## config.mk

```make
export PLATFORM = sky130hd
export DESIGN_NAME = fit_policy_block_allocator
export DESIGN_NICKNAME = d
export VERILOG_FILES = /design/src/rtl/fpba_pkg.sv /design/src/rtl/fpba_cell.sv /design/src/rtl/fit_policy_block_allocator.sv
export SDC_FILE = /design/constraint.sdc
export NUM_CORES = 2
export LEC_CHECK = 0
export ABC_CLOCK_PERIOD_IN_PS = 6500
export BUFFER_PORTS_ARGS = -buffer_cell sky130_fd_sc_hd__buf_2
export CORE_MARGIN = 3
export CORE_UTILIZATION = 45
export CTS_BUF_LIST = sky130_fd_sc_hd__clkbuf_4 sky130_fd_sc_hd__clkbuf_8
export DETAILED_ROUTE_END_ITERATION = 7
export PLACE_DENSITY = 0.62
export SLEW_MARGIN = 10
export SYNTH_ARGS = -nofsm -noshare
export SYNTH_HDL_FRONTEND = slang
export SYNTH_SLANG_ARGS = --single-unit
```

## constraint.sdc

```tcl
create_clock -name aclk -period 6.5 [get_ports aclk]
set_clock_uncertainty 0.2 [all_clocks]
set_input_delay 0.65 -clock aclk [delete_from_list [all_inputs] [get_ports aclk]]
set_output_delay 0.65 -clock aclk [all_outputs]
set_load 0.1 [all_outputs]
```

## src/rtl/fpba_pkg.sv

```systemverilog
// types, codes and sizes for the fit-policy block allocator
// used by fpba_cell and fit_policy_block_allocator
package fpba_pkg;

    localparam int NUM_BLOCKS = 16;
    localparam int SIZE_BITS  = 32;
    localparam int IDX_W      = (NUM_BLOCKS > 1) ? $clog2(NUM_BLOCKS) : 1;
    localparam int BIDX_W     = 4;
    localparam int CHOSEN_W   = 4;
    localparam int BCNT_W     = 5;
    localparam int MODE_W     = 2;
    localparam int FUNC_W     = 2;
    localparam int CMP_W      = (IDX_W > BCNT_W) ? IDX_W : BCNT_W;
    localparam int CFG_ADDR_W = 1;
    localparam int CFG_DATA_W = 5;

    localparam logic [FUNC_W-1:0] FUNC_LOAD  = 2'd0;
    localparam logic [FUNC_W-1:0] FUNC_ALLOC = 2'd1;
    localparam logic [FUNC_W-1:0] FUNC_CLEAR = 2'd2;

    localparam logic [MODE_W-1:0] MODE_FIRST = 2'd0;
    localparam logic [MODE_W-1:0] MODE_BEST  = 2'd1;
    localparam logic [MODE_W-1:0] MODE_WORST = 2'd2;

    localparam logic [CFG_ADDR_W-1:0] REG_FIT_MODE    = 1'd0;
    localparam logic [CFG_ADDR_W-1:0] REG_BLOCK_COUNT = 1'd1;

    typedef logic [IDX_W-1:0]     idx_t;
    typedef logic [SIZE_BITS-1:0] size_t;

    // search token walking down the cell chain
    typedef struct packed {
        logic              active;
        size_t             req_size;
        logic [MODE_W-1:0] mode;
        logic [BCNT_W-1:0] limit;
        logic              found;
        idx_t              pick_idx;
        size_t             pick_size;
    } token_t;

    // commands sent to every cell at once
    typedef struct packed {
        logic  load_en;
        idx_t  load_idx;
        size_t load_size;
        logic  clear_all;
        logic  take_en;
        idx_t  take_idx;
    } bcast_t;

endpackage

```

## src/rtl/fpba_cell.sv

```systemverilog
// one table entry of the allocator chain: block size, free mark, token stage
// depends on fpba_pkg
module fpba_cell (
    input  logic            aclk,
    input  logic            aresetn,
    input  fpba_pkg::idx_t   cell_idx,
    input  fpba_pkg::bcast_t bcast,
    input  fpba_pkg::token_t tok_in,
    output fpba_pkg::token_t tok_out
);
    import fpba_pkg::*;

    size_t  size_reg, size_next;
    logic   free_reg, free_next;
    token_t tok_reg, tok_next;
    logic   in_range, hit, better;

    always_comb begin
        in_range = CMP_W'(cell_idx) < CMP_W'(tok_in.limit);
        hit = tok_in.active && free_reg && in_range && (size_reg >= tok_in.req_size);
        case (tok_in.mode)
            MODE_BEST:  better = !tok_in.found || (size_reg < tok_in.pick_size);
            MODE_WORST: better = !tok_in.found || (size_reg > tok_in.pick_size);
            default:    better = !tok_in.found;
        endcase
        tok_next = tok_in;
        if (hit && better) begin
            tok_next.found     = 1'b1;
            tok_next.pick_idx  = cell_idx;
            tok_next.pick_size = size_reg;
        end
    end

    always_comb begin
        size_next = size_reg;
        free_next = free_reg;
        if (bcast.load_en && bcast.load_idx == cell_idx) begin
            size_next = bcast.load_size;
        end
        if (bcast.clear_all) begin
            free_next = 1'b1;
        end else if (bcast.load_en && bcast.load_idx == cell_idx) begin
            free_next = 1'b1;
        end else if (bcast.take_en && bcast.take_idx == cell_idx) begin
            free_next = 1'b0;
        end
    end

    always_ff @(posedge aclk) begin
        if (!aresetn) begin
            free_reg <= 1'b0;
            tok_reg  <= '0;
        end else begin
            free_reg <= free_next;
            tok_reg  <= tok_next;
        end
    end

    always_ff @(posedge aclk) begin
        size_reg <= size_next;
    end

    assign tok_out = tok_reg;

endmodule

```

## src/rtl/fit_policy_block_allocator.sv

```systemverilog
// top level of the fit-policy block allocator: control, config and the cell chain
// depends on fpba_pkg and fpba_cell
//
// Each of the NUM_BLOCKS table entries lives in its own cell; an allocate beat
// sends a search token down the chain, one cell per cycle, and each cell folds
// its block into the running first/best/worst-fit choice. An allocate waits in
// ST_SCAN until the token leaves the last cell, as set by the length of the chain;
// load, clear and unused function codes skip it. All wait in ST_DONE for a free
// output register. One item is worked on at a time; a finished result waits in the output
// register while the next beat is accepted. No clearing pass follows reset.
module fit_policy_block_allocator (
    input  logic                             aclk,
    input  logic                             aresetn,
    // config write port
    input  logic                             cfg_we,
    input  logic [fpba_pkg::CFG_ADDR_W-1:0]  cfg_addr,
    input  logic [fpba_pkg::CFG_DATA_W-1:0]  cfg_wdata,
    // input stream
    input  logic                             s_tvalid,
    output logic                             s_tready,
    input  logic [39:0]                      s_tdata,  // block_index[3:0], size_value[35:4]
    input  logic [1:0]                       s_tuser,  // func[1:0]
    // result stream
    output logic                             m_tvalid,
    input  logic                             m_tready,
    output logic [7:0]                       m_tdata,  // chosen_index[3:0]
    output logic                             m_tuser   // granted
);
    import fpba_pkg::*;

    typedef enum logic [1:0] {ST_IDLE, ST_SCAN, ST_DONE} state_t;

    state_t              state_reg, state_next;
    logic                pend_grant_reg, pend_grant_next;
    idx_t                pend_idx_reg, pend_idx_next;
    logic                pend_take_reg, pend_take_next;
    logic                m_valid_reg, m_valid_next;
    logic                m_grant_reg, m_grant_next;
    logic [CHOSEN_W-1:0] m_idx_reg, m_idx_next;
    logic [MODE_W-1:0]   fit_mode_reg;
    logic [BCNT_W-1:0]   block_count_reg;

    logic                accept, out_free, load_ok;
    logic [FUNC_W-1:0]   in_func;
    logic [BIDX_W-1:0]   in_bidx;
    size_t               in_size;
    bcast_t              bcast;
    token_t              tok_chain [0:NUM_BLOCKS];

    assign in_func  = s_tuser;
    assign in_bidx  = s_tdata[BIDX_W-1:0];
    assign in_size  = s_tdata[BIDX_W +: SIZE_BITS];
    assign s_tready = aresetn && (state_reg == ST_IDLE);
    assign accept   = s_tvalid && s_tready;
    assign out_free = !m_valid_reg || m_tready;
    assign load_ok  = 32'(in_bidx) < NUM_BLOCKS;

    always_comb begin
        tok_chain[0]           = '0;
        tok_chain[0].active    = accept && (in_func == FUNC_ALLOC);
        tok_chain[0].req_size  = in_size;
        tok_chain[0].mode      = fit_mode_reg;
        tok_chain[0].limit     = block_count_reg;

        bcast.load_en   = accept && (in_func == FUNC_LOAD) && load_ok;
        bcast.load_idx  = IDX_W'(in_bidx);
        bcast.load_size = in_size;
        bcast.clear_all = accept && (in_func == FUNC_CLEAR);
        bcast.take_en   = (state_reg == ST_DONE) && out_free && pend_take_reg;
        bcast.take_idx  = pend_idx_reg;
    end

    for (genvar g = 0; g < NUM_BLOCKS; g++) begin : g_cell
        fpba_cell u_cell (
            .aclk     (aclk),
            .aresetn  (aresetn),
            .cell_idx (IDX_W'(g)),
            .bcast    (bcast),
            .tok_in   (tok_chain[g]),
            .tok_out  (tok_chain[g+1])
        );
    end

    always_comb begin
        state_next      = state_reg;
        pend_grant_next = pend_grant_reg;
        pend_idx_next   = pend_idx_reg;
        pend_take_next  = pend_take_reg;
        m_valid_next    = m_valid_reg && !m_tready;
        m_grant_next    = m_grant_reg;
        m_idx_next      = m_idx_reg;
        unique case (state_reg)
            ST_IDLE: begin
                if (accept) begin
                    pend_grant_next = 1'b0;
                    pend_idx_next   = '0;
                    pend_take_next  = 1'b0;
                    state_next      = ST_DONE;
                    case (in_func)
                        FUNC_LOAD: begin
                            if (load_ok) begin
                                pend_grant_next = 1'b1;
                                pend_idx_next   = IDX_W'(in_bidx);
                            end
                        end
                        FUNC_ALLOC: state_next = ST_SCAN;
                        FUNC_CLEAR: pend_grant_next = 1'b1;
                        default: ;
                    endcase
                end
            end
            ST_SCAN: begin
                if (tok_chain[NUM_BLOCKS].active) begin
                    pend_grant_next = tok_chain[NUM_BLOCKS].found;
                    pend_idx_next   = tok_chain[NUM_BLOCKS].found ?
                                      tok_chain[NUM_BLOCKS].pick_idx : '0;
                    pend_take_next  = tok_chain[NUM_BLOCKS].found;
                    state_next      = ST_DONE;
                end
            end
            ST_DONE: begin
                if (out_free) begin
                    m_valid_next = 1'b1;
                    m_grant_next = pend_grant_reg;
                    m_idx_next   = CHOSEN_W'(pend_idx_reg);
                    state_next   = ST_IDLE;
                end
            end
            default: state_next = ST_IDLE;
        endcase
    end

    always_ff @(posedge aclk) begin
        if (!aresetn) begin
            state_reg       <= ST_IDLE;
            pend_take_reg   <= 1'b0;
            m_valid_reg     <= 1'b0;
            fit_mode_reg    <= MODE_FIRST;
            block_count_reg <= '0;
        end else begin
            state_reg     <= state_next;
            pend_take_reg <= pend_take_next;
            m_valid_reg   <= m_valid_next;
            if (cfg_we) begin
                unique case (cfg_addr)
                    REG_FIT_MODE:    fit_mode_reg    <= cfg_wdata[MODE_W-1:0];
                    REG_BLOCK_COUNT: block_count_reg <= cfg_wdata[BCNT_W-1:0];
                    default: ;
                endcase
            end
        end
        pend_grant_reg <= pend_grant_next;
        pend_idx_reg   <= pend_idx_next;
        m_grant_reg    <= m_grant_next;
        m_idx_reg      <= m_idx_next;
    end

    assign m_tvalid = m_valid_reg;
    assign m_tuser  = m_grant_reg;
    assign m_tdata  = {{(8-CHOSEN_W){1'b0}}, m_idx_reg};

endmodule

```

==> results_tabular.tex <==
\begin{tabular}{lr}
\hline
Metric & Value \\
\hline
\multicolumn{2}{l}{\textbf{Run status}} \\
Status & finished clean \\
\multicolumn{2}{l}{\textbf{Drt}} \\
Ratio of routed vias to standard cells & 5.255 \\
Number of nets with antenna violations after detailed routing & 0 \\
Wire length per cell after detailed routing & 19.82 um \\
Post-route DRC & 0 \\
Final Routed Wirelength & around 200000 um \\
Detailed-route via count & 53.93k \\
1st-pass router iterations & 6 \\
Initial DRC count & 3384 \\
\multicolumn{2}{l}{\textbf{Clock network}} \\
CTS tree & yes \\
Bufs on Longest Clock Path & 4 \\
Clock slew at the register clock pins of the worst setup and hold paths & 0.06 ns \\
CTS H-Tree Depth & 5 \\
Number of CTS-inserted buffers & a little under 300 \\
Worst-skew pair later-pin latency & 0.98 ns \\
Count of clock tree sinks & 1691 \\
Root buffer cell & sky130\_fd\_sc\_hd\_\_clkbuf\_8 \\
\multicolumn{2}{l}{\textbf{Layout}} \\
Number of inserted filler cells in the final layout & about 15k \\
Max reg flops & 1142 \\
Post-layout nets & 8887 \\
Combined area of the multi-input logic cells & 0.03313 mm2 \\
Area growth from synthesis to final layout & 11.77\% \\
Fraction of final layout cells with drive strength greater than 1 & 7.859\% \\
Final standard cell area without fillers & 0.08594 mm2 \\
Sequential cell area & 0.03908 mm2 \\
\multicolumn{2}{l}{\textbf{Timing}} \\
Remaining max-slew budget at the tightest pin & roughly a fifth \\
Post-route fraction of the period consumed by the critical path & 66.55\% \\
Setup repair after global routing missed its margin & no \\
Worst-margin pin slew & about 1.2 ns \\
TNS Setup & 0 ns \\
Number of slew-limit violations in the final report & 0 \\
Final number of setup-violating endpoints & 0 \\
Worst hold slack & between 0.1 and 0.15 ns \\
Time the worst path needs with I/O delays and setup & around 4.3 ns \\
Highest Clock Rate & 231.2 MHz \\
Endpoints failing hold & 0 \\
\multicolumn{2}{l}{\textbf{Floorplanning}} \\
Core Rows & 151 \\
Core area & between 0.15 and 0.2 mm2 \\
I/O pin total & 64 \\
Die width & 419.4 um \\
Die area & 0.1759 mm2 \\
Height of the die & about 420 um \\
Starting density of the core & between 40\% and 50\% \\
\multicolumn{2}{l}{\textbf{Global routing}} \\
First-pass GRT wire length & 309300 um \\
Via count of the first global-routing pass & 54.07k \\
Maximum number of pins on one net before global-route repair & approximately 180 \\
Initial antenna violation count & 12 \\
Total track usage & 22.81\% \\
Overall overflow remaining after global route & 0 \\
\multicolumn{2}{l}{\textbf{Synth}} \\
Fraction of the mapped netlist area in compound gates & 8.056\% \\
Primary flip-flop cell chosen by synthesis mapping & sky130\_fd\_sc\_hd\_\_dfxtp\_1 \\
Average size of a mapped cell & 10.08 um2 \\
Fraction of the mapped netlist area in simple logic gates & 13.25\% \\
Number of distinct library cells after synthesis & 66 \\
Asr flop ratio synth & 0\% \\
Main combinational cell family by area after synthesis & adder cells \\
Synth Area in Adders & 16.39\% \\
Post-synthesis sequential area ratio & between 50\% and 60\% \\
Cell Area, Synth & 0.07689 mm2 \\
Syn. warnings & 0 \\
Number of flops mapped to enable cells by yosys & roughly 520 \\
Xor and xnor area share after synthesis & 0\% \\
Count of state elements after synthesis & 1691 \\
Synthesized instance count & 7631 \\
Mux cell area share after synthesis & 5.090\% \\
\multicolumn{2}{l}{\textbf{Setup path}} \\
Highest fanout seen on the critical path & 22 \\
Crit Path Category & register to register \\
CP Cell Sequence & ha\_1 > nand4\_1 > nor3\_1 > nand2\_1 > a21oi\_1 > or3\_1 > a31oi\_1 > a211oi\_4 > buf\_4 > mux2i\_1 \\
Arrival time at the worst endpoint & approximately 5 ns \\
Worst setup SP type & register \\
Library cell contributing the largest single delay on the critical path & sky130\_fd\_sc\_hd\_\_a211oi\_4 \\
Element type at the critical path end & register \\
Longest individual stage delay on the worst path & 0.75 ns \\
Required @ worst endpoint & 7.19 ns \\
\multicolumn{2}{l}{\textbf{Pwr}} \\
Fraction of power spent switching nets & about 22\% \\
Highest ir drop seen on vdd & 227.3 uV \\
Fraction of power consumed by the clock network & 46.3\% \\
Part of the power in combinational logic & between 2 and 3\% \\
Internal Pwr Total & 16.73 mW \\
Net Switching & 4.753 mW \\
Leak pwr & 32.15 nW \\
Power Total & 21.49 mW \\
Relative contribution of sequential cells to total power & 50.9\% \\
Cell Pwr Density & 250.0 mW/mm2 \\
\multicolumn{2}{l}{\textbf{Placed design}} \\
\# port buffers & 55 \\
Placer congestion estimate & between 0.8 and 0.9 \\
Detailed placer's ending HPWL & 147300 um \\
Standard cell area after detailed placement & 0.07951 mm2 \\
\multicolumn{2}{l}{\textbf{Min path}} \\
Worst min-delay path category & input pin to register \\
\multicolumn{2}{l}{\textbf{Flow run}} \\
Max Cap Violations & 0 \\
\hline
\end{tabular}
[logic make-up (layout without fill, tap and decap cells)]
kind of cell | Yosys count | count (layout)
AO/OA/AOI/OAI | 972 | 972
other | 1 | 7
adder cells (fa/ha/maj) | 1007 | 1007
AND/OR/NAND/NOR | 2294 | 2294
multiplexers | 391 | 391
buffers and inverters | 1275 | 1683
flip-flops | 1691 | 1691
[worst max-delay path, delay by kind of cell, from the launching register on]
kind	cells	cell delay, ns
AOI/OAI and AO/OA	3	1.31
adders and majority gates	1	0.34
buffers and inverters	1	0.51
DFF	1	0.41
muxes	1	0.28
and+or+nand+nor	4	1.15
[cell usage in the layout (no fill, tap or decap), types with 10 or more instances in the layout]
cell type / n
sky130_fd_sc_hd__nor2_4: 11
sky130_fd_sc_hd__nor3_1: 47
sky130_fd_sc_hd__a21o_1: 101
sky130_fd_sc_hd__clkinv_2: 40
sky130_fd_sc_hd__nand3_1: 166
sky130_fd_sc_hd__nor2b_1: 28
sky130_fd_sc_hd__and3_1: 16
sky130_fd_sc_hd__ha_1: 1007
sky130_fd_sc_hd__clkbuf_8: 346
sky130_fd_sc_hd__o21ai_0: 155
sky130_fd_sc_hd__nor4_1: 29
sky130_fd_sc_hd__dlygate4sd3_1: 42
sky130_fd_sc_hd__dfxtp_1: 1169
sky130_fd_sc_hd__o31ai_1: 72
sky130_fd_sc_hd__o211ai_1: 36
sky130_fd_sc_hd__o21a_1: 41
sky130_fd_sc_hd__nand2_1: 910
sky130_fd_sc_hd__inv_1: 1033
sky130_fd_sc_hd__a21oi_1: 360
sky130_fd_sc_hd__nor2_1: 664
sky130_fd_sc_hd__buf_2: 54
sky130_fd_sc_hd__a221o_1: 14
sky130_fd_sc_hd__edfxtp_1: 522
sky130_fd_sc_hd__nand2b_1: 27
sky130_fd_sc_hd__a211oi_1: 49
sky130_fd_sc_hd__a211o_1: 11
sky130_fd_sc_hd__nand4_1: 180
sky130_fd_sc_hd__clkbuf_4: 86
sky130_fd_sc_hd__a31oi_1: 10
sky130_fd_sc_hd__and4_1: 15
sky130_fd_sc_hd__clkinv_1: 17
sky130_fd_sc_hd__mux2i_1: 391
sky130_fd_sc_hd__buf_4: 44
sky130_fd_sc_hd__and2_1: 154
sky130_fd_sc_hd__a221oi_1: 27
[power by group through the flow]
stage / sequential, mW / combinational [mW] / clock (mW)
6_report: 10.9 / 0.598 / 9.94
5_1_grt: 10.9 / 0.649 / 10.6
4_1_cts: 10.9 / 0.602 / 10.2
3_5_place_dp: 11.2 / 0.583 / 0
3_3_place_gp: 11.2 / 0.572 / 0
2_1_floorplan: 11.2 / 0.304 / 0
[metal layers]
layer / part of all wire, % / vias to the layer above / wire length (um) / GRT usage (%)
met5: 0 / - / 0 / 0
met4: 4.0 / 0 / 8102 / 9.361
met3: 4.8 / 489 / 9716 / 3.797
met2: 50 / 1295 / 101600 / 40.78
met1: 41 / 25742 / 83960 / 27.01
li1: - / 26408 / - / -
[cell usage after synthesis, types with 10 or more instances]
library cell,instances,area share (%)
sky130_fd_sc_hd__o21ai_0,155,1.0
sky130_fd_sc_hd__nor2b_1,28,0.23
sky130_fd_sc_hd__dfxtp_1,1169,30
sky130_fd_sc_hd__nand2b_1,27,0.22
sky130_fd_sc_hd__o21a_1,41,0.40
sky130_fd_sc_hd__nand2_1,910,4.4
sky130_fd_sc_hd__ha_1,1007,16
sky130_fd_sc_hd__nor4_1,29,0.24
sky130_fd_sc_hd__clkbuf_1,183,0.89
sky130_fd_sc_hd__edfxtp_1,522,20
sky130_fd_sc_hd__o211ai_1,36,0.35
sky130_fd_sc_hd__o31ai_1,72,0.70
sky130_fd_sc_hd__mux2i_1,391,5.1
sky130_fd_sc_hd__a211o_1,11,0.13
sky130_fd_sc_hd__nand3_1,166,1.1
sky130_fd_sc_hd__and2_1,154,1.3
sky130_fd_sc_hd__and3_1,17,0.14
sky130_fd_sc_hd__nor2_1,676,3.3
sky130_fd_sc_hd__inv_1,1034,5.0
sky130_fd_sc_hd__a21o_1,101,0.99
sky130_fd_sc_hd__a221o_1,14,0.18
sky130_fd_sc_hd__a21oi_1,363,2.4
sky130_fd_sc_hd__buf_2,40,0.26
sky130_fd_sc_hd__and4_1,15,0.17
sky130_fd_sc_hd__nor3_1,51,0.33
sky130_fd_sc_hd__a31oi_1,10,0.081
sky130_fd_sc_hd__a221oi_1,28,0.32
sky130_fd_sc_hd__nand4_1,180,1.5
sky130_fd_sc_hd__a211oi_1,51,0.50
[per-stage QoR]
step | cells | setup WS (ns) | utilization, %
after floorplan | 7634 | 0.2054 | -
after global placement | 9711 | 2.137 | 46.86
after detailed placement | 9711 | 2.066 | 46.86
after CTS | 10258 | 2.101 | 50.64
after global routing | 10262 | 1.973 | 50.65
final | 10263 | 2.175 | 50.65
[cell type report]
| class | count | share of cell area [%] |
|---|---|---|
| sequential | 1691 | 45.47 |
| multi-input combinational | 4668 | 38.55 |
| clock buffer | 432 | 6.292 |
| inverter | 1034 | 4.525 |
| tap | 2218 | 3.229 |
| timing repair buffer | 142 | 1.229 |
| clock inverter | 75 | 0.6988 |
| antenna | 3 | 0.008735 |
[worst paths after layout]
check,slack (ns),from,to,depth (start not counted)
worst max register to register,2.17,g_cell[3].u_cell.size_reg[26],g_cell[3].u_cell.tok_out[3],10
worst min-delay path,0.10,s_tdata[5],g_cell[0].u_cell.size_reg[1],1
worst min register to register,0.22,g_cell[9].u_cell.tok_out[34],g_cell[10].u_cell.tok_out[34],2
worst max-delay path,2.17,g_cell[3].u_cell.size_reg[26],g_cell[3].u_cell.tok_out[3],10
[what timing repair did]
item                      in CTS  in global routing
resized for setup              0                  0
hold endpoints to repair     138                  5
setup buffers                  0                  0
hold buffers                  40                  2
Power figures use the tool's default switching activity.
